**config.mk**
```make
export PLATFORM = sky130hd
export DESIGN_NAME = grid_rectangle_occupancy_allocator
export DESIGN_NICKNAME = d
export VERILOG_FILES = /design/src/hdl/gro_pkg.sv /design/src/hdl/grid_rectangle_occupancy_allocator.sv /design/src/hdl/gro_useq.sv /design/src/hdl/gro_dp.sv
export SDC_FILE = /design/constraint.sdc
export NUM_CORES = 1
export LEC_CHECK = 0
export BUFFER_PORTS_ARGS = -buffer_cell sky130_fd_sc_hd__buf_2
export CAP_MARGIN = 25
export CORE_AREA = 2 2 116 118
export CTS_BUF_LIST = sky130_fd_sc_hd__clkbuf_8 sky130_fd_sc_hd__clkbuf_16
export DETAILED_ROUTE_END_ITERATION = 10
export DIE_AREA = 0 0 118 120
export PLACE_DENSITY_LB_ADDON = 0.3
export SLEW_MARGIN = 20
export SYNTH_ARGS = -nofsm -noshare
export SYNTH_HDL_FRONTEND = slang
export SYNTH_SLANG_ARGS = --single-unit
```
**constraint.sdc**
```tcl
create_clock -name i_clk -period 2.8 [get_ports i_clk]
set_input_delay 0.14 -clock i_clk [delete_from_list [all_inputs] [get_ports i_clk]]
set_output_delay 0.14 -clock i_clk [all_outputs]
set_load 0.02 [all_outputs]
```
**src/hdl/gro_pkg.sv**
```systemverilog
`timescale 1ns / 1ps
package gro_pkg;

    localparam int GRO_MAX_COLS = 8;
    localparam int GRO_MAX_ROWS = 8;

    localparam logic [3:0] UPC_IDLE  = 4'd0;
    localparam logic [3:0] UPC_DISP  = 4'd1;
    localparam logic [3:0] UPC_CHK   = 4'd2;
    localparam logic [3:0] UPC_SCAN  = 4'd3;
    localparam logic [3:0] UPC_DEC   = 4'd4;
    localparam logic [3:0] UPC_MARK  = 4'd5;
    localparam logic [3:0] UPC_PLACE = 4'd6;
    localparam logic [3:0] UPC_SINIT = 4'd7;
    localparam logic [3:0] UPC_SCELL = 4'd8;
    localparam logic [3:0] UPC_SEND  = 4'd9;

    localparam logic [0:0] CFG_GRID_COLS = 1'd0;
    localparam logic [0:0] CFG_GRID_ROWS = 1'd1;

    typedef enum logic [2:0] {
        COND_NEXT,
        COND_JUMP,
        COND_WAIT_START,
        COND_FINISH,
        COND_OOB,
        COND_MORE_ROWS,
        COND_HIT,
        COND_MORE_CELLS
    } t_cond;

    typedef enum logic [1:0] {
        EMIT_NONE,
        EMIT_ECHO,
        EMIT_PEND,
        EMIT_FINAL
    } t_emit;

    typedef enum logic [1:0] {
        ROW_HOLD,
        ROW_LOAD_Y,
        ROW_INC
    } t_row_op;

    typedef enum logic [2:0] {
        ST_PLACED,
        ST_OVERLAP,
        ST_OOB,
        ST_FREE,
        ST_EMPTY
    } t_status;

    typedef struct packed {
        t_cond      cond;
        logic [3:0] target;
        t_emit      emit;
        t_status    status;
        t_row_op    row_op;
        logic       latch;
        logic       hit_clr;
        logic       hit_acc;
        logic       mark;
        logic       sweep_init;
        logic       sweep_step;
        logic       sweep_end;
    } t_gro_uword;

    typedef struct packed {
        t_gro_uword w;
        logic       taken;
    } t_gro_ctl;

    typedef struct packed {
        logic start;
        logic finish;
        logic oob;
        logic more_rows;
        logic hit;
        logic more_cells;
    } t_gro_flags;

    function automatic t_gro_uword gro_rom(input logic [3:0] upc);
        t_gro_uword w;
        w = '{cond: COND_NEXT, target: UPC_IDLE, emit: EMIT_NONE, status: ST_PLACED,
              row_op: ROW_HOLD, default: 1'b0};
        case (upc)
            UPC_IDLE: begin
                w.cond   = COND_WAIT_START;
                w.target = UPC_IDLE;
                w.latch  = 1'b1;
            end
            UPC_DISP: begin
                w.cond   = COND_FINISH;
                w.target = UPC_SINIT;
                w.row_op = ROW_LOAD_Y;
            end
            UPC_CHK: begin
                w.cond    = COND_OOB;
                w.target  = UPC_IDLE;
                w.emit    = EMIT_ECHO;
                w.status  = ST_OOB;
                w.hit_clr = 1'b1;
            end
            UPC_SCAN: begin
                w.cond    = COND_MORE_ROWS;
                w.target  = UPC_SCAN;
                w.row_op  = ROW_INC;
                w.hit_acc = 1'b1;
            end
            UPC_DEC: begin
                w.cond   = COND_HIT;
                w.target = UPC_IDLE;
                w.emit   = EMIT_ECHO;
                w.status = ST_OVERLAP;
                w.row_op = ROW_LOAD_Y;
            end
            UPC_MARK: begin
                w.cond   = COND_MORE_ROWS;
                w.target = UPC_MARK;
                w.row_op = ROW_INC;
                w.mark   = 1'b1;
            end
            UPC_PLACE: begin
                w.cond   = COND_JUMP;
                w.target = UPC_IDLE;
                w.emit   = EMIT_ECHO;
                w.status = ST_PLACED;
            end
            UPC_SINIT: begin
                w.sweep_init = 1'b1;
            end
            UPC_SCELL: begin
                w.cond       = COND_MORE_CELLS;
                w.target     = UPC_SCELL;
                w.emit       = EMIT_PEND;
                w.sweep_step = 1'b1;
            end
            UPC_SEND: begin
                w.cond      = COND_JUMP;
                w.target    = UPC_IDLE;
                w.emit      = EMIT_FINAL;
                w.sweep_end = 1'b1;
            end
            default: begin
                w.cond   = COND_JUMP;
                w.target = UPC_IDLE;
            end
        endcase
        return w;
    endfunction

endpackage

```
**src/hdl/grid_rectangle_occupancy_allocator.sv**
```systemverilog
`timescale 1ns / 1ps
// Rectangle allocator over an occupancy map of up to 8 x 8 cells.
// Command channel: an item is taken when start is high and busy is low.
// action 0 proposes a rectangle; exactly one result beat follows with
// status placed, overlap or out of bounds and last set.
// action 1 sweeps: one beat per free cell of the configured grid, columns
// outer and rows inner, last on the final one, or a single empty-sweep
// beat; the whole map is then cleared.
// Result beats show on the output ports for one cycle with o_valid high;
// the receiver cannot stall them.
// The microcode steps one map row or cell per cycle: a propose checks the
// bounds and ends if out of bounds, scans the rectangle's rows and ends on
// overlap, else marks those rows and reports placed; a sweep visits each
// cell of the configured grid, then sends the final beat. A result beat is
// registered and appears in the cycle after the step that makes it.
// Config: i_cfg_we writes grid_cols (index 0) or grid_rows (index 1);
// values are clamped to 1..8. Write only while busy is low.
// Reset: grid 8 x 8, map all free, sequencer idle, no beat pending.
module grid_rectangle_occupancy_allocator (
    input  logic       i_clk,
    input  logic       i_rst_n,
    input  logic       start,
    output logic       busy,
    input  logic       i_action,
    input  logic [2:0] i_rect_col,
    input  logic [2:0] i_rect_row,
    input  logic [3:0] i_rect_width,
    input  logic [3:0] i_rect_height,
    input  logic       i_cfg_we,
    input  logic [0:0] i_cfg_idx,
    input  logic [3:0] i_cfg_data,
    output logic       o_valid,
    output logic [2:0] o_cell_col,
    output logic [2:0] o_cell_row,
    output logic [3:0] o_span_width,
    output logic [3:0] o_span_height,
    output logic [2:0] o_status,
    output logic       o_last
);
    import gro_pkg::*;

    logic [3:0] r_grid_cols, r_grid_rows;
    logic [3:0] cols, rows;
    t_gro_ctl   ctl;
    t_gro_flags flags;

    always_ff @(posedge i_clk) begin
        if (!i_rst_n) begin
            r_grid_cols <= 4'(GRO_MAX_COLS);
            r_grid_rows <= 4'(GRO_MAX_ROWS);
        end else if (i_cfg_we) begin
            case (i_cfg_idx)
                CFG_GRID_COLS: r_grid_cols <= i_cfg_data;
                CFG_GRID_ROWS: r_grid_rows <= i_cfg_data;
                default:       r_grid_cols <= r_grid_cols;
            endcase
        end
    end

    always_comb begin
        if (r_grid_cols == 4'd0) begin
            cols = 4'd1;
        end else if (r_grid_cols > 4'(GRO_MAX_COLS)) begin
            cols = 4'(GRO_MAX_COLS);
        end else begin
            cols = r_grid_cols;
        end
        if (r_grid_rows == 4'd0) begin
            rows = 4'd1;
        end else if (r_grid_rows > 4'(GRO_MAX_ROWS)) begin
            rows = 4'(GRO_MAX_ROWS);
        end else begin
            rows = r_grid_rows;
        end
    end

    gro_useq u_useq (
        .i_clk   (i_clk),
        .i_rst_n (i_rst_n),
        .i_flags (flags),
        .o_ctl   (ctl),
        .o_busy  (busy)
    );

    gro_dp u_dp (
        .i_clk         (i_clk),
        .i_rst_n       (i_rst_n),
        .i_ctl         (ctl),
        .i_start       (start),
        .i_action      (i_action),
        .i_rect_col    (i_rect_col),
        .i_rect_row    (i_rect_row),
        .i_rect_width  (i_rect_width),
        .i_rect_height (i_rect_height),
        .i_cols        (cols),
        .i_rows        (rows),
        .o_flags       (flags),
        .o_valid       (o_valid),
        .o_cell_col    (o_cell_col),
        .o_cell_row    (o_cell_row),
        .o_span_width  (o_span_width),
        .o_span_height (o_span_height),
        .o_status      (o_status),
        .o_last        (o_last)
    );

endmodule

```
**src/hdl/gro_useq.sv**
```systemverilog
`timescale 1ns / 1ps
module gro_useq (
    input  logic                i_clk,
    input  logic                i_rst_n,
    input  gro_pkg::t_gro_flags i_flags,
    output gro_pkg::t_gro_ctl   o_ctl,
    output logic                o_busy
);
    import gro_pkg::*;

    logic [3:0] r_upc;
    logic [3:0] n_upc;
    t_gro_uword uw;
    logic       taken;

    always_comb begin
        uw = gro_rom(r_upc);
        case (uw.cond)
            COND_NEXT:       taken = 1'b0;
            COND_JUMP:       taken = 1'b1;
            COND_WAIT_START: taken = !i_flags.start;
            COND_FINISH:     taken = i_flags.finish;
            COND_OOB:        taken = i_flags.oob;
            COND_MORE_ROWS:  taken = i_flags.more_rows;
            COND_HIT:        taken = i_flags.hit;
            COND_MORE_CELLS: taken = i_flags.more_cells;
            default:         taken = 1'b1;
        endcase
        n_upc = taken ? uw.target : r_upc + 4'd1;
    end

    always_ff @(posedge i_clk) begin
        if (!i_rst_n) begin
            r_upc <= UPC_IDLE;
        end else begin
            r_upc <= n_upc;
        end
    end

    assign o_ctl  = '{w: uw, taken: taken};
    assign o_busy = (r_upc != UPC_IDLE);

`ifndef SYNTH
    a_upc_range: assert property (@(posedge i_clk) disable iff (!i_rst_n)
        r_upc <= UPC_SEND)
        else $error("sequencer left its program");

    a_dispatch: assert property (@(posedge i_clk) disable iff (!i_rst_n)
        (r_upc == UPC_IDLE) && i_flags.start |=> r_upc == UPC_DISP)
        else $error("accepted beat not dispatched");

    a_send_idle: assert property (@(posedge i_clk) disable iff (!i_rst_n)
        (r_upc == UPC_SEND) |=> r_upc == UPC_IDLE)
        else $error("sweep end did not return to idle");
`endif
endmodule

```
**src/hdl/gro_dp.sv**
```systemverilog
`timescale 1ns / 1ps
module gro_dp (
    input  logic                i_clk,
    input  logic                i_rst_n,
    input  gro_pkg::t_gro_ctl   i_ctl,
    input  logic                i_start,
    input  logic                i_action,
    input  logic [2:0]          i_rect_col,
    input  logic [2:0]          i_rect_row,
    input  logic [3:0]          i_rect_width,
    input  logic [3:0]          i_rect_height,
    input  logic [3:0]          i_cols,
    input  logic [3:0]          i_rows,
    output gro_pkg::t_gro_flags o_flags,
    output logic                o_valid,
    output logic [2:0]          o_cell_col,
    output logic [2:0]          o_cell_row,
    output logic [3:0]          o_span_width,
    output logic [3:0]          o_span_height,
    output logic [2:0]          o_status,
    output logic                o_last
);
    import gro_pkg::*;

    logic [GRO_MAX_COLS-1:0] r_occ [GRO_MAX_ROWS];
    logic       r_act;
    logic [2:0] r_x, r_y;
    logic [3:0] r_w, r_h;
    logic [2:0] r_row, r_col;
    logic       r_hit;
    logic       r_pend_vld;
    logic [2:0] r_pend_col, r_pend_row;
    logic       r_valid;
    logic [2:0] r_o_col, r_o_row, r_o_status;
    logic [3:0] r_o_w, r_o_h;
    logic       r_o_last;

    logic [GRO_MAX_COLS-1:0] row_bits, mask;
    logic       hit_now, cell_free, oob, last_row, last_col;
    logic [4:0] yh;
    logic       n_valid, n_last;
    logic [2:0] n_col, n_row, n_status;
    logic [3:0] n_w, n_h;
    logic       any_occ;

    always_comb begin
        row_bits  = r_occ[r_row];
        mask      = GRO_MAX_COLS'(((16'd1 << r_w) - 16'd1) << r_x);
        hit_now   = |(row_bits & mask);
        cell_free = !row_bits[r_col];
        yh        = {2'b0, r_y} + {1'b0, r_h};
        oob       = (r_w == 4'd0) || (r_h == 4'd0)
                    || (({2'b0, r_x} + {1'b0, r_w}) > {1'b0, i_cols})
                    || (yh > {1'b0, i_rows});
        last_row  = ({1'b0, r_row} == i_rows - 4'd1);
        last_col  = ({1'b0, r_col} == i_cols - 4'd1);
        any_occ   = 1'b0;
        for (int i = 0; i < GRO_MAX_ROWS; i++) begin
            any_occ = any_occ | (|r_occ[i]);
        end
    end

    assign o_flags = '{start:      i_start,
                       finish:     r_act,
                       oob:        oob,
                       more_rows:  (({2'b0, r_row} + 5'd1) != yh),
                       hit:        r_hit,
                       more_cells: !(last_row && last_col)};

    always_comb begin
        n_valid  = 1'b0;
        n_col    = r_x;
        n_row    = r_y;
        n_w      = r_w;
        n_h      = r_h;
        n_status = i_ctl.w.status;
        n_last   = 1'b1;
        case (i_ctl.w.emit)
            EMIT_ECHO: begin
                n_valid = i_ctl.taken;
            end
            EMIT_PEND: begin
                n_valid  = cell_free && r_pend_vld;
                n_col    = r_pend_col;
                n_row    = r_pend_row;
                n_w      = 4'd1;
                n_h      = 4'd1;
                n_status = ST_FREE;
                n_last   = 1'b0;
            end
            EMIT_FINAL: begin
                n_valid = 1'b1;
                if (r_pend_vld) begin
                    n_col    = r_pend_col;
                    n_row    = r_pend_row;
                    n_w      = 4'd1;
                    n_h      = 4'd1;
                    n_status = ST_FREE;
                end else begin
                    n_col    = 3'd0;
                    n_row    = 3'd0;
                    n_w      = 4'd0;
                    n_h      = 4'd0;
                    n_status = ST_EMPTY;
                end
            end
            default: begin
                n_valid = 1'b0;
            end
        endcase
    end

    always_ff @(posedge i_clk) begin
        if (!i_rst_n) begin
            r_valid    <= 1'b0;
            r_pend_vld <= 1'b0;
            for (int i = 0; i < GRO_MAX_ROWS; i++) begin
                r_occ[i] <= '0;
            end
        end else begin
            r_valid <= n_valid;
            if (i_ctl.w.sweep_init) begin
                r_pend_vld <= 1'b0;
            end else if (i_ctl.w.sweep_step && cell_free) begin
                r_pend_vld <= 1'b1;
            end
            if (i_ctl.w.mark) begin
                r_occ[r_row] <= row_bits | mask;
            end
            if (i_ctl.w.sweep_end) begin
                for (int i = 0; i < GRO_MAX_ROWS; i++) begin
                    r_occ[i] <= '0;
                end
            end
        end
    end

    always_ff @(posedge i_clk) begin
        if (i_ctl.w.latch) begin
            r_act <= i_action;
            r_x   <= i_rect_col;
            r_y   <= i_rect_row;
            r_w   <= i_rect_width;
            r_h   <= i_rect_height;
        end
        if (i_ctl.w.sweep_init) begin
            r_row <= 3'd0;
        end else if (i_ctl.w.sweep_step) begin
            r_row <= last_row ? 3'd0 : r_row + 3'd1;
        end else begin
            case (i_ctl.w.row_op)
                ROW_LOAD_Y: r_row <= r_y;
                ROW_INC:    r_row <= r_row + 3'd1;
                default:    r_row <= r_row;
            endcase
        end
        if (i_ctl.w.hit_clr) begin
            r_hit <= 1'b0;
        end else if (i_ctl.w.hit_acc) begin
            r_hit <= r_hit | hit_now;
        end
        if (i_ctl.w.sweep_init) begin
            r_col <= 3'd0;
        end else if (i_ctl.w.sweep_step) begin
            if (cell_free) begin
                r_pend_col <= r_col;
                r_pend_row <= r_row;
            end
            if (last_row) begin
                r_col <= r_col + 3'd1;
            end
        end
        r_o_col    <= n_col;
        r_o_row    <= n_row;
        r_o_w      <= n_w;
        r_o_h      <= n_h;
        r_o_status <= n_status;
        r_o_last   <= n_last;
    end

    assign o_valid       = r_valid;
    assign o_cell_col    = r_o_col;
    assign o_cell_row    = r_o_row;
    assign o_span_width  = r_o_w;
    assign o_span_height = r_o_h;
    assign o_status      = r_o_status;
    assign o_last        = r_o_last;

`ifndef SYNTH
    a_clear_after_sweep: assert property (@(posedge i_clk) disable iff (!i_rst_n)
        i_ctl.w.sweep_end |=> !any_occ)
        else $error("map not cleared after sweep");

    a_placed_last: assert property (@(posedge i_clk) disable iff (!i_rst_n)
        r_valid && (r_o_status == ST_PLACED || r_o_status == ST_OVERLAP
                    || r_o_status == ST_OOB || r_o_status == ST_EMPTY) |-> r_o_last)
        else $error("single-result beat without last");

    a_free_unit: assert property (@(posedge i_clk) disable iff (!i_rst_n)
        r_valid && (r_o_status == ST_FREE) |-> (r_o_w == 4'd1) && (r_o_h == 4'd1))
        else $error("free cell beat not a unit rectangle");
`endif
endmodule

```
==> run_results.csv, run 1 <==
group,metric,value,unit
placement,gpl.final_weighted_congestion,0.875,
logic_synthesis,syn-instance-count,576,
route,routedWlPerCell,17.8,um
layout,post_route_cells_drive_above_1_share,24.3,%
setup_path,worst_setup_path_end_kind,"flip-flop",
floorplan,dieWidth,118,um
timing,tns,-0.0234,ns
global_routing,grt_max_degree,21,
clock_network,clk_root_buffer_cell,"sky130_fd_sc_hd__clkbuf_16",
setup_path,worst-endpoint-required,3.11,ns
hold_path,holdCritStartpoint,"i_cfg_idx",
logic_synthesis,synth_warnings,0,
global_routing,use_met1,26.5,%
timing,finalHoldViolCount,0,
outcome,failed_checks,"negative setup slack",
global_routing,antenna_found_initial,0,
logic_synthesis,synth_top_cell_by_area,"sky130_fd_sc_hd__edfxtp_1",
timing,finClkSkew,0.00768,ns
floorplan,count_of_pins_on_the_block_boundary,44,
setup_path,worstSetupEndpoint,"u_useq.r_upc[2]",
route,first_iter_violations,377,
global_routing,grt.met3_usage,6.32,%
timing,grt_setup_unrepaired,"yes",
timing,final-setup-viol-count,2,
route,vias,4851,
hold_path,min-delay-path-class,"input port to flip-flop",
clock_network,cts_buffer_depth,2,
power_and_ir_drop,leakage,0.00327,uW
timing,timing.max_slew.rel_slack,42.7,%
timing,min_period_over_period,100,%
power_and_ir_drop,power_density,1070,nW/um^2
global_routing,vias_in_the_first_global_route,4958,
setup_path,regToRegStartpoint,"u_dp.r_y[0]",
logic_synthesis,synth-seq-area-share,53.3,%
clock_network,cts_max_level,4,
layout,nNetsFinal,732,
floorplan,core.rowCount,42,
placement,placement.cell_area,7010,um^2
global_routing,total_global_routing_track_utilization,22.9,%
route,drt.antenna.violating_nets,0,
layout,area.growth.synth_to_final,25.2,%
logic_synthesis,postSynthRegisterBits,127,
route,dr.pass1.iters,6,
layout,most_frequent_standard_cell_in_the_layout_excluding_fill_and_tap_cells,"sky130_fd_sc_hd__nor2_1",
logic_synthesis,postSynthAreaPerCell,11.1,um^2
placement,place_hpwl,10800,um
placement,placed_cells,810,
power_and_ir_drop,ir_worst_vdd,0.552,mV
clock_network,tritoncts,"done",
timing,fin_crit,2.81,ns
logic_synthesis,netlist_area,6370,um^2
layout,area_taken_by_flip_flops_and_latches,3390,um^2
global_routing,global_route.peak_usage_layer,"met2",
route,drt-total-wl,15500,um
timing,setup_ws,-0.0139,ns
outcome,run_status,"finished, violations left",
timing,slew_viol_final,0,
setup_path,critical_path_peak_fanout,5,
setup_path,timing.critical_path.from_type,"flip-flop",
setup_path,crit_type,"flip-flop to flip-flop",
layout,layout_common_cells,"sky130_fd_sc_hd__nor2_1, sky130_fd_sc_hd__edfxtp_1, sky130_fd_sc_hd__buf_4, sky130_fd_sc_hd__nand2_1, sky130_fd_sc_hd__buf_2",
placement,post-place-ws,-0.0337,ns
logic_synthesis,post-synth-top-area-fraction,40.1,%
setup_path,r2r_slack,-0.01,ns
layout,fillCellCount,1047,
floorplan,starting_utilization_of_the_core_area,49.0,%
floorplan,die-area,14200,um^2
job,max_cap_viols,0,
logic_synthesis,synthesized_net_count,626,
global_routing,global_route.overflow_total,0,
logic_synthesis,post_synth_main_area_contributors,"sky130_fd_sc_hd__edfxtp_1, sky130_fd_sc_hd__dfxtp_1, sky130_fd_sc_hd__nor2_1",
layout,antenna_cells,0,
logic_synthesis,synthFlopType,"sky130_fd_sc_hd__edfxtp_1",
setup_path,worstPathArrival,3.12,ns
logic_synthesis,ys_types,63,
layout,final_area,7970,um^2
layout,multi_input_area,2870,um^2
clock_network,clock-sinks,127,
global_routing,grt_first_pass_wirelength,24700,um
route,drc,0,
layout,layout.cells.non_filler,871,
global_routing,grt_util_met2,39.5,%
route,mean_number_of_vias_per_cell,5.57,
placement,port_buffers,43,
clock_network,cts.clk_slew.worst_paths,0.06,ns
setup_path,crit_start,"u_dp.r_y[0]",
floorplan,core_area,13000,um^2
setup_path,reg2reg_to,"u_useq.r_upc[2]",
logic_synthesis,synth_edf_count,85,
setup_path,worstRegToRegCells,13,
clock_network,cts-buffers-inserted,17,
floorplan,die_h,120,um
power_and_ir_drop,totalPowerFinal,8500,uW
timing,worst_pin_slew,0.854,ns
timing,max_clock_freq,355,MHz
logic_synthesis,synth_async_sr_flop_share,0,%
clock_network,clk_latency,0.42,ns
hold_path,worst_hold_path.num_cells,3,
-- sequential cells by signal (all words and copies together), names as in the netlist, named ones only --
register	flops
u_dp.r_h	4
u_dp.o_last	1
r_grid_cols	4
u_dp.r_hit	1
u_dp.r_w	4
u_dp.r_y	3
u_dp.r_occ	64
u_dp.r_pend_col	3
u_dp.o_span_height	4
u_dp.r_x	3
u_dp.o_span_width	4
u_dp.o_cell_row	3
u_useq.r_upc	4
u_dp.o_status	3
u_dp.r_row	3
r_grid_rows	4
u_dp.r_pend_row	3
u_dp.o_valid	1
u_dp.r_pend_vld	1
u_dp.r_col	3
u_dp.r_act	1
u_dp.o_cell_col	3
-- through the flow --
stage               hold slack, ns  utilization (%)
floorplan                    0.239                -
global placement             0.317             54.0
detailed placement           0.318             54.0
CTS                         0.0305             60.4
global route                0.0518             61.4
finish                      0.0526             61.4
-- worst min path at each step --
stage,slack [ns],to
2_1_floorplan,0.24,u_dp.r_act
3_3_place_gp,0.32,u_dp.r_w[1]
3_5_place_dp,0.32,u_dp.r_y[1]
4_1_cts,0.03,r_grid_rows[3]
5_1_grt,0.05,r_grid_rows[0]
6_report,0.05,r_grid_rows[3]
-- per-layer routing --
layer | vias to the layer above | wire length [um]
met5 | - | 0
met4 | 0 | 463
met3 | 43 | 695
met2 | 163 | 7990
met1 | 2349 | 6360
li1 | 2296 | -
-- worst max-delay path, cell delays in order, from the launching register on --
cell                       delay [ns]
sky130_fd_sc_hd__edfxtp_1        0.40
sky130_fd_sc_hd__ha_2            0.21
sky130_fd_sc_hd__inv_2           0.05
sky130_fd_sc_hd__fa_2            0.59
sky130_fd_sc_hd__inv_2           0.05
sky130_fd_sc_hd__ha_4            0.26
sky130_fd_sc_hd__nand2b_1        0.05
sky130_fd_sc_hd__a21oi_1         0.14
sky130_fd_sc_hd__o21ai_1         0.07
sky130_fd_sc_hd__and4_4          0.16
sky130_fd_sc_hd__o41ai_4         0.33
sky130_fd_sc_hd__buf_4           0.21
sky130_fd_sc_hd__nand2_2         0.05
sky130_fd_sc_hd__o211a_1         0.12
-- where the power goes --
part           switching [uW]  total, uW  internal [uW]  leakage (uW)
Sequential                255       2590           2330       0.00122
Combinational            2030       3740           1710       0.00175
Clock                     772       2180           1410      0.000305
-- cell usage after synthesis (all sizes together), types with 8 or more instances --
cell     n
nand2b  11
mux2i   10
dfxtp   42
inv     21
nor2    99
clkbuf  20
buf      8
nor2b   12
nand3   16
a21oi   17
nand2   48
edfxtp  85
ha      24
mux4    16
xnor2   14
o21ai   26
and2    10
-- logic make-up after synthesis --
logic type,Yosys count,share of synthesized area [%]
AOI/OAI and AO/OA,95,10.2
adders and majority gates,26,5.35
muxes,33,8.53
and+or+nand+nor,224,16.2
DFF,127,53.3
xor gates and xnor gates,22,3.26
buffers and inverters,49,3.16
-- repair_timing --
action,4_1_cts,5_1_grt
gates cloned,1,0
gates resized for setup,5,24
pin swaps,2,17
endpoints found under the setup margin,4,51
buffers inserted,4,5
endpoints found under the hold margin,23,0
hold buffers,19,0
-- cell type report --
| type | count | area share [%] |
|---|---|---|
| flip-flops and latches | 127 | 42.6 |
| multi-input cells | 400 | 36.1 |
| repair buffers | 115 | 10.2 |
| clock buffers | 21 | 6.17 |
| well taps | 176 | 2.76 |
| clock inverters | 11 | 1.24 |
| inverters | 21 | 0.989 |
No activity file was read; power rests on OpenSTA's default activity.
==> run 2: changes to the inputs <==
--- a/config.mk
+++ b/config.mk
@@ -7,12 +7,12 @@
 export LEC_CHECK = 0
 export BUFFER_PORTS_ARGS = -buffer_cell sky130_fd_sc_hd__buf_2
 export CAP_MARGIN = 25
-export CORE_AREA = 2 2 116 118
+export CORE_AREA = 2 2 83 165
 export CTS_BUF_LIST = sky130_fd_sc_hd__clkbuf_8 sky130_fd_sc_hd__clkbuf_16
 export DETAILED_ROUTE_END_ITERATION = 10
-export DIE_AREA = 0 0 118 120
+export DIE_AREA = 0 0 85 167
 export PLACE_DENSITY_LB_ADDON = 0.3
-export SLEW_MARGIN = 20
+export REMOVE_ABC_BUFFERS = 1
 export SYNTH_ARGS = -nofsm -noshare
 export SYNTH_HDL_FRONTEND = slang
 export SYNTH_SLANG_ARGS = --single-unit
==> run 2 against run 1 <==
  * Fmax shrank 0.74%
  * Hold slack worse by 0.028 ns
  * Highest routed layer unchanged
  * Clock power grew 6%
  * Combinational power grew 6.4%
  * Routed wire length is 6.3% higher
  * Clock skew about the same
  * Global-route usage up 0.83 points
  * Worst setup slack got worse by 0.021 ns
  * The run still ends with negative setup slack left
  * Critical endpoint unchanged
==> run_results.csv, run 2 (same netlist as run 1, synthesis figures left out) <==
group,metric,value,unit
clock_network,tritoncts,"done",
power_and_ir_drop,totalPowerFinal,8900,uW
setup_path,critical_path_peak_fanout,5,
setup_path,timing.critical_path.from_type,"flip-flop",
timing,finalHoldViolCount,0,
layout,antenna_cells,0,
hold_path,min-delay-path-class,"input port to flip-flop",
setup_path,critical_path.n_buffers_inverters,3,
power_and_ir_drop,power_density,1100,nW/um^2
layout,post_route_cells_drive_above_1_share,28.1,%
timing,worst_pin_slew,0.823,ns
clock_network,clk_latency,0.42,ns
route,routedWlPerCell,19.6,um
setup_path,worst-endpoint-required,3.10,ns
outcome,run_status,"finished, violations left",
timing,timing.max_slew.rel_slack,44.8,%
clock_network,cts_buffer_depth,2,
placement,place_hpwl,12200,um
setup_path,cp_cell_sequence,"ha_2 -> inv_2 -> fa_2 -> inv_2 -> ha_4 -> nand2b_4 -> a21oi_2 -> o21ai_1 -> and4_4 -> o41ai_4 -> buf_4 -> nand2_1 -> o211a_1",
setup_path,worst_setup_path_end_kind,"flip-flop",
route,mean_number_of_vias_per_cell,5.75,
floorplan,core.rowCount,59,
route,first_iter_violations,258,
timing,fin_crit,2.83,ns
setup_path,worstPathArrival,3.14,ns
layout,largest_register_ffs,64,
global_routing,grt_first_pass_wirelength,25700,um
floorplan,dieWidth,85,um
global_routing,antenna_found_initial,0,
setup_path,crit_type,"flip-flop to flip-flop",
layout,nNetsFinal,727,
floorplan,core_area,12900,um^2
layout,fillCellCount,993,
clock_network,clock-sinks,127,
layout,top_register,"u_dp.r_occ",
power_and_ir_drop,ir_worst_vdd,0.756,mV
floorplan,die-area,14200,um^2
clock_network,cts.clk_slew.worst_paths,0.06,ns
layout,area.growth.synth_to_final,26.5,%
clock_network,clk_root_buffer_cell,"sky130_fd_sc_hd__clkbuf_16",
clock_network,cts_max_level,4,
floorplan,count_of_pins_on_the_block_boundary,44,
route,drt-total-wl,16500,um
route,dr.pass1.iters,5,
global_routing,vias_in_the_first_global_route,5156,
floorplan,die_h,167,um
layout,most_frequent_standard_cell_in_the_layout_excluding_fill_and_tap_cells,"sky130_fd_sc_hd__edfxtp_1",
setup_path,crit_path_max_incr_delay,0.59,ns
timing,min_period_over_period,101,%
floorplan,starting_utilization_of_the_core_area,49.3,%
outcome,failed_checks,"negative setup slack",
route,drt.antenna.violating_nets,0,
setup_path,slowest_stage,"sky130_fd_sc_hd__fa_2",
setup_path,critical_path.top_delay_family,"adder cells",
job,max_cap_viols,0,
timing,grt_setup_unrepaired,"yes",
timing,max_clock_freq,353,MHz
route,vias,4844,
timing,setup_ws,-0.0348,ns
placement,gpl.final_weighted_congestion,0.858,
global_routing,grt_max_degree,20,
timing,tns,-0.0368,ns
timing,slew_viol_final,0,
timing,final-setup-viol-count,2,
clock_network,cts-buffers-inserted,17,
global_routing,global_route.overflow_total,0,
global_routing,total_global_routing_track_utilization,23.7,%
layout,layout_common_cells,"sky130_fd_sc_hd__edfxtp_1, sky130_fd_sc_hd__nor2_1, sky130_fd_sc_hd__nand2_1, sky130_fd_sc_hd__buf_2, sky130_fd_sc_hd__buf_4",
timing,finClkSkew,0.00779,ns
setup_path,most_frequent_cell_on_the_critical_path,"sky130_fd_sc_hd__inv_2",
power_and_ir_drop,leakage,0.00326,uW
placement,port_buffers,43,
setup_path,r2r_slack,-0.03,ns
route,drc,0,
==> run 2: path summary, 6_finish.rpt <==
check,from,endpoint,depth (start not counted)
worst min-delay path,i_cfg_data[1],r_grid_cols[1],3
worst max register to register,u_dp.r_y[0],u_useq.r_upc[2],13
worst min register to register,u_dp.r_pend_row[1],u_dp.o_cell_row[1],2
worst max-delay path,u_dp.r_y[0],u_useq.r_upc[2],13
==> run 2: cell type report <==
type,instances,area (um^2),share of cell area [%]
Timing Repair Buffer,110,800,9.93
Clock buffer,17,425,5.28
Tap cell,152,190,2.36
Sequential cell,127,3390,42.1
Clock inverter,15,193,2.39
Inverter,21,78.8,0.979
Multi-Input combinational cell,400,2980,36.9
==> run 2: through the flow <==
| stage | setup slack, ns | instance area (um^2) | util [%] | instances | hold WS (ns) |
|---|---|---|---|---|---|
| 5_1_grt | -0.144 | 8060 | 62.4 | 842 | 0.0413 |
| 3_5_place_dp | -0.139 | 6970 | 54.0 | 783 | 0.319 |
| 3_3_place_gp | -0.128 | 6970 | 54.0 | 783 | 0.318 |
| 4_1_cts | 0.00628 | 7810 | 60.5 | 835 | 0.0186 |
| 6_report | -0.0348 | 8060 | 62.4 | 842 | 0.0250 |
| 2_1_floorplan | -0.00102 | 6240 | - | 548 | 0.202 |
==> run 2: worst register-to-register path: stages, from the launching register on <==
cell and delay [ns]:
sky130_fd_sc_hd__edfxtp_1 0.38, sky130_fd_sc_hd__ha_2 0.22, sky130_fd_sc_hd__inv_2 0.05, sky130_fd_sc_hd__fa_2 0.59
sky130_fd_sc_hd__inv_2 0.05, sky130_fd_sc_hd__ha_4 0.28, sky130_fd_sc_hd__nand2b_4 0.06, sky130_fd_sc_hd__a21oi_2 0.13
sky130_fd_sc_hd__o21ai_1 0.08, sky130_fd_sc_hd__and4_4 0.17, sky130_fd_sc_hd__o41ai_4 0.34, sky130_fd_sc_hd__buf_4 0.20
sky130_fd_sc_hd__nand2_1 0.06, sky130_fd_sc_hd__o211a_1 0.13
==> run 2: report_power, final <==
part | leakage [uW] | internal (uW) | switching (uW)
sequential | 0.00122 | 2330 | 280
combinational | 0.00174 | 1810 | 2160
clock | 0.000300 | 1480 | 827
total | 0.00326 | 5630 | 3270
==> run 2: per-layer routing <==
metal  vias up  wire, um  global-route usage, %
li1       2284         -                      -
met1      2359      5310                   21.7
met2       142      9600                   44.9
met3        59       524                   4.26
met4         0      1050                   16.4
met5         -         0                      0
==> run 2: what timing repair did <==
action	CTS	global route
hold endpoints to repair	16	0
pin swaps	4	22
endpoints found under the setup margin	17	40
resized for setup	11	51
setup buffers	3	8
hold buffers	16	0
gates cloned	1	0
==> run 3: changes to the inputs <==
==> constraint.sdc (replaced) <==
create_clock -name i_clk -period 3.1 [get_ports i_clk]
set_input_delay 0.155 -clock i_clk [delete_from_list [all_inputs] [get_ports i_clk]]
set_output_delay 0.155 -clock i_clk [all_outputs]
set_load 0.02 [all_outputs]
==> run 3 against run 2 <==
  * Die area stayed put
  * First-iteration DRC count is 1.6% higher
  * Fmax is 3.5% lower
  * The run now ends clean
  * Sequential cell count stayed put
  * Routed wire length is 0.25% higher
  * Combinational power is 26% lower
  * Core utilization is 3.6 points lower
  * Register-to-register slack better by 0.20 ns
  * Highest routed layer unchanged
==> run_results.csv, run 3 (same netlist as run 1, synthesis figures left out) <==
group,metric,value,unit
outcome,run_status,"finished, final reports clean",
global_routing,grt_first_pass_wirelength,25800,um
power_and_ir_drop,power_density,974,nW/um^2
timing,fin_crit,2.94,ns
clock_network,clk_root_buffer_cell,"sky130_fd_sc_hd__clkbuf_16",
power_and_ir_drop,pwr-share-seq,31.8,%
placement,port_buffers,43,
timing,slew_viol_final,0,
timing,min_period_over_period,94.8,%
floorplan,starting_utilization_of_the_core_area,49.3,%
route,first_iter_violations,262,
route,vias,4734,
layout,most_frequent_standard_cell_in_the_layout_excluding_fill_and_tap_cells,"sky130_fd_sc_hd__nor2_1",
clock_network,cts_buffer_depth,2,
clock_network,cts.clk_slew.worst_paths,0.06,ns
floorplan,count_of_pins_on_the_block_boundary,44,
power_and_ir_drop,ir_worst_vdd,0.541,mV
setup_path,cp_cell_sequence,"ha_1 -> inv_1 -> fa_1 -> xnor2_2 -> ha_1 -> o21ai_0 -> a21oi_1 -> o21ai_0 -> and4_1 -> o41ai_4 -> buf_4 -> o211ai_1 -> o21ai_1",
timing,final-setup-viol-count,0,
timing,setup_ws,0.161,ns
setup_path,timing.critical_path.from_type,"flip-flop",
hold_path,min-delay-path-class,"input port to flip-flop",
layout,area.growth.synth_to_final,19.3,%
timing,finClkSkew,0.00940,ns
layout,layout.core_utilization,58.8,%
route,routedWlPerCell,20.3,um
placement,gpl.final_weighted_congestion,0.872,
route,dr.pass1.iters,5,
clock_network,tritoncts,"done",
route,mean_number_of_vias_per_cell,5.83,
setup_path,critical_path_peak_fanout,9,
floorplan,die-area,14200,um^2
setup_path,worst_setup_path_end_kind,"flip-flop",
floorplan,dieWidth,85,um
power_and_ir_drop,intPower,4690,uW
placement,place_hpwl,12400,um
route,drt-total-wl,16500,um
route,drt.antenna.violating_nets,0,
power_and_ir_drop,totalPowerFinal,7390,uW
clock_network,clock-sinks,127,
global_routing,vias_in_the_first_global_route,5079,
power_and_ir_drop,power_share_of_the_clock_group,28.2,%
floorplan,die_h,167,um
timing,finalHoldViolCount,0,
layout,post_route_cells_drive_above_1_share,19.2,%
clock_network,cts-buffers-inserted,17,
placement,post-place-ws,0.111,ns
floorplan,core_area,12900,um^2
setup_path,crit_path_max_incr_delay,0.43,ns
layout,nNetsFinal,697,
setup_path,slowest_stage,"sky130_fd_sc_hd__fa_1",
global_routing,grt_max_degree,21,
floorplan,core.rowCount,59,
timing,worst_pin_slew,0.855,ns
job,max_cap_viols,0,
layout,top_register,"u_dp.r_occ",
timing,tns,0,ns
clock_network,cts_max_level,4,
route,drc,0,
power_and_ir_drop,total_switching_power,2700,uW
global_routing,global_route.overflow_total,0,
timing,timing.max_slew.rel_slack,42.6,%
setup_path,crit_type,"flip-flop to flip-flop",
layout,largest_register_ffs,64,
global_routing,antenna_found_initial,0,
setup_path,worst-endpoint-required,3.39,ns
power_and_ir_drop,power.share.switching,36.5,%
clock_network,clk_latency,0.41,ns
layout,antenna_cells,0,
power_and_ir_drop,power.share.combinational,40.0,%
timing,max_clock_freq,340,MHz
setup_path,worstPathArrival,3.22,ns
layout,layout_common_cells,"sky130_fd_sc_hd__nor2_1, sky130_fd_sc_hd__edfxtp_1, sky130_fd_sc_hd__nand2_1, sky130_fd_sc_hd__buf_2, sky130_fd_sc_hd__dfxtp_1",
power_and_ir_drop,leakage,0.00310,uW
global_routing,total_global_routing_track_utilization,24.0,%
[run 3: final cells by class]
cell class                 count  area (um^2)
clock buffer                  17          425
clock inverter                15          194
fill                        1072         5330
inverter                      21         78.8
multi-input combinational    400         2780
sequential                   127         3390
tap                          152          190
timing repair buffer          80          531
[run 3: through the flow]
stage,area (um^2),instances,hold WS (ns)
global placement,6810,764,0.333
floorplan,6240,548,0.217
CTS,7580,811,0.0113
finish,7590,812,0.0234
global route,7590,812,0.0201
detailed placement,6810,764,0.334
[run 3: worst paths after layout]
kind,end,slack (ns),cells after the start,start
min,r_grid_cols[3],0.02,3,i_cfg_data[3]
min reg2reg,u_dp.o_cell_row[1],0.45,2,u_dp.r_pend_row[1]
max reg2reg,u_dp.o_valid,0.16,13,u_dp.r_y[0]
max,u_dp.o_valid,0.16,13,u_dp.r_y[0]
[run 3: what timing repair did]
action,CTS,global route
endpoints found under the hold margin,15,0
setup endpoints to repair,0,6
hold buffers,15,0
gates resized for setup,0,2
setup buffers,0,1
[run 3: critical path, delay by kind of cell (launching register included)]
family | cells | cell delay [ns]
adder cells (fa/ha/maj) | 3 | 0.91
AO/OA/AOI/OAI | 6 | 0.69
flip-flops | 1 | 0.41
AND/OR/NAND/NOR | 1 | 0.31
buffers and inverters | 2 | 0.25
XOR/XNOR | 1 | 0.25
[run 3: power groups by stage]
stage,Combinational [uW],Clock [uW],Sequential (uW)
after floorplan,1810,0,2510
after global placement,2780,0,2370
after detailed placement,2860,0,2380
after CTS,2900,2100,2350
after global routing,3250,2180,2380
final,2960,2080,2350
[run 3: per-layer routing]
metal	vias up	wire length (um)	global-route usage, %
li1	2222	-	-
met1	2285	5290	21.4
met2	169	9570	45.9
met3	58	610	4.86
met4	0	1050	16.1
met5	-	0	0
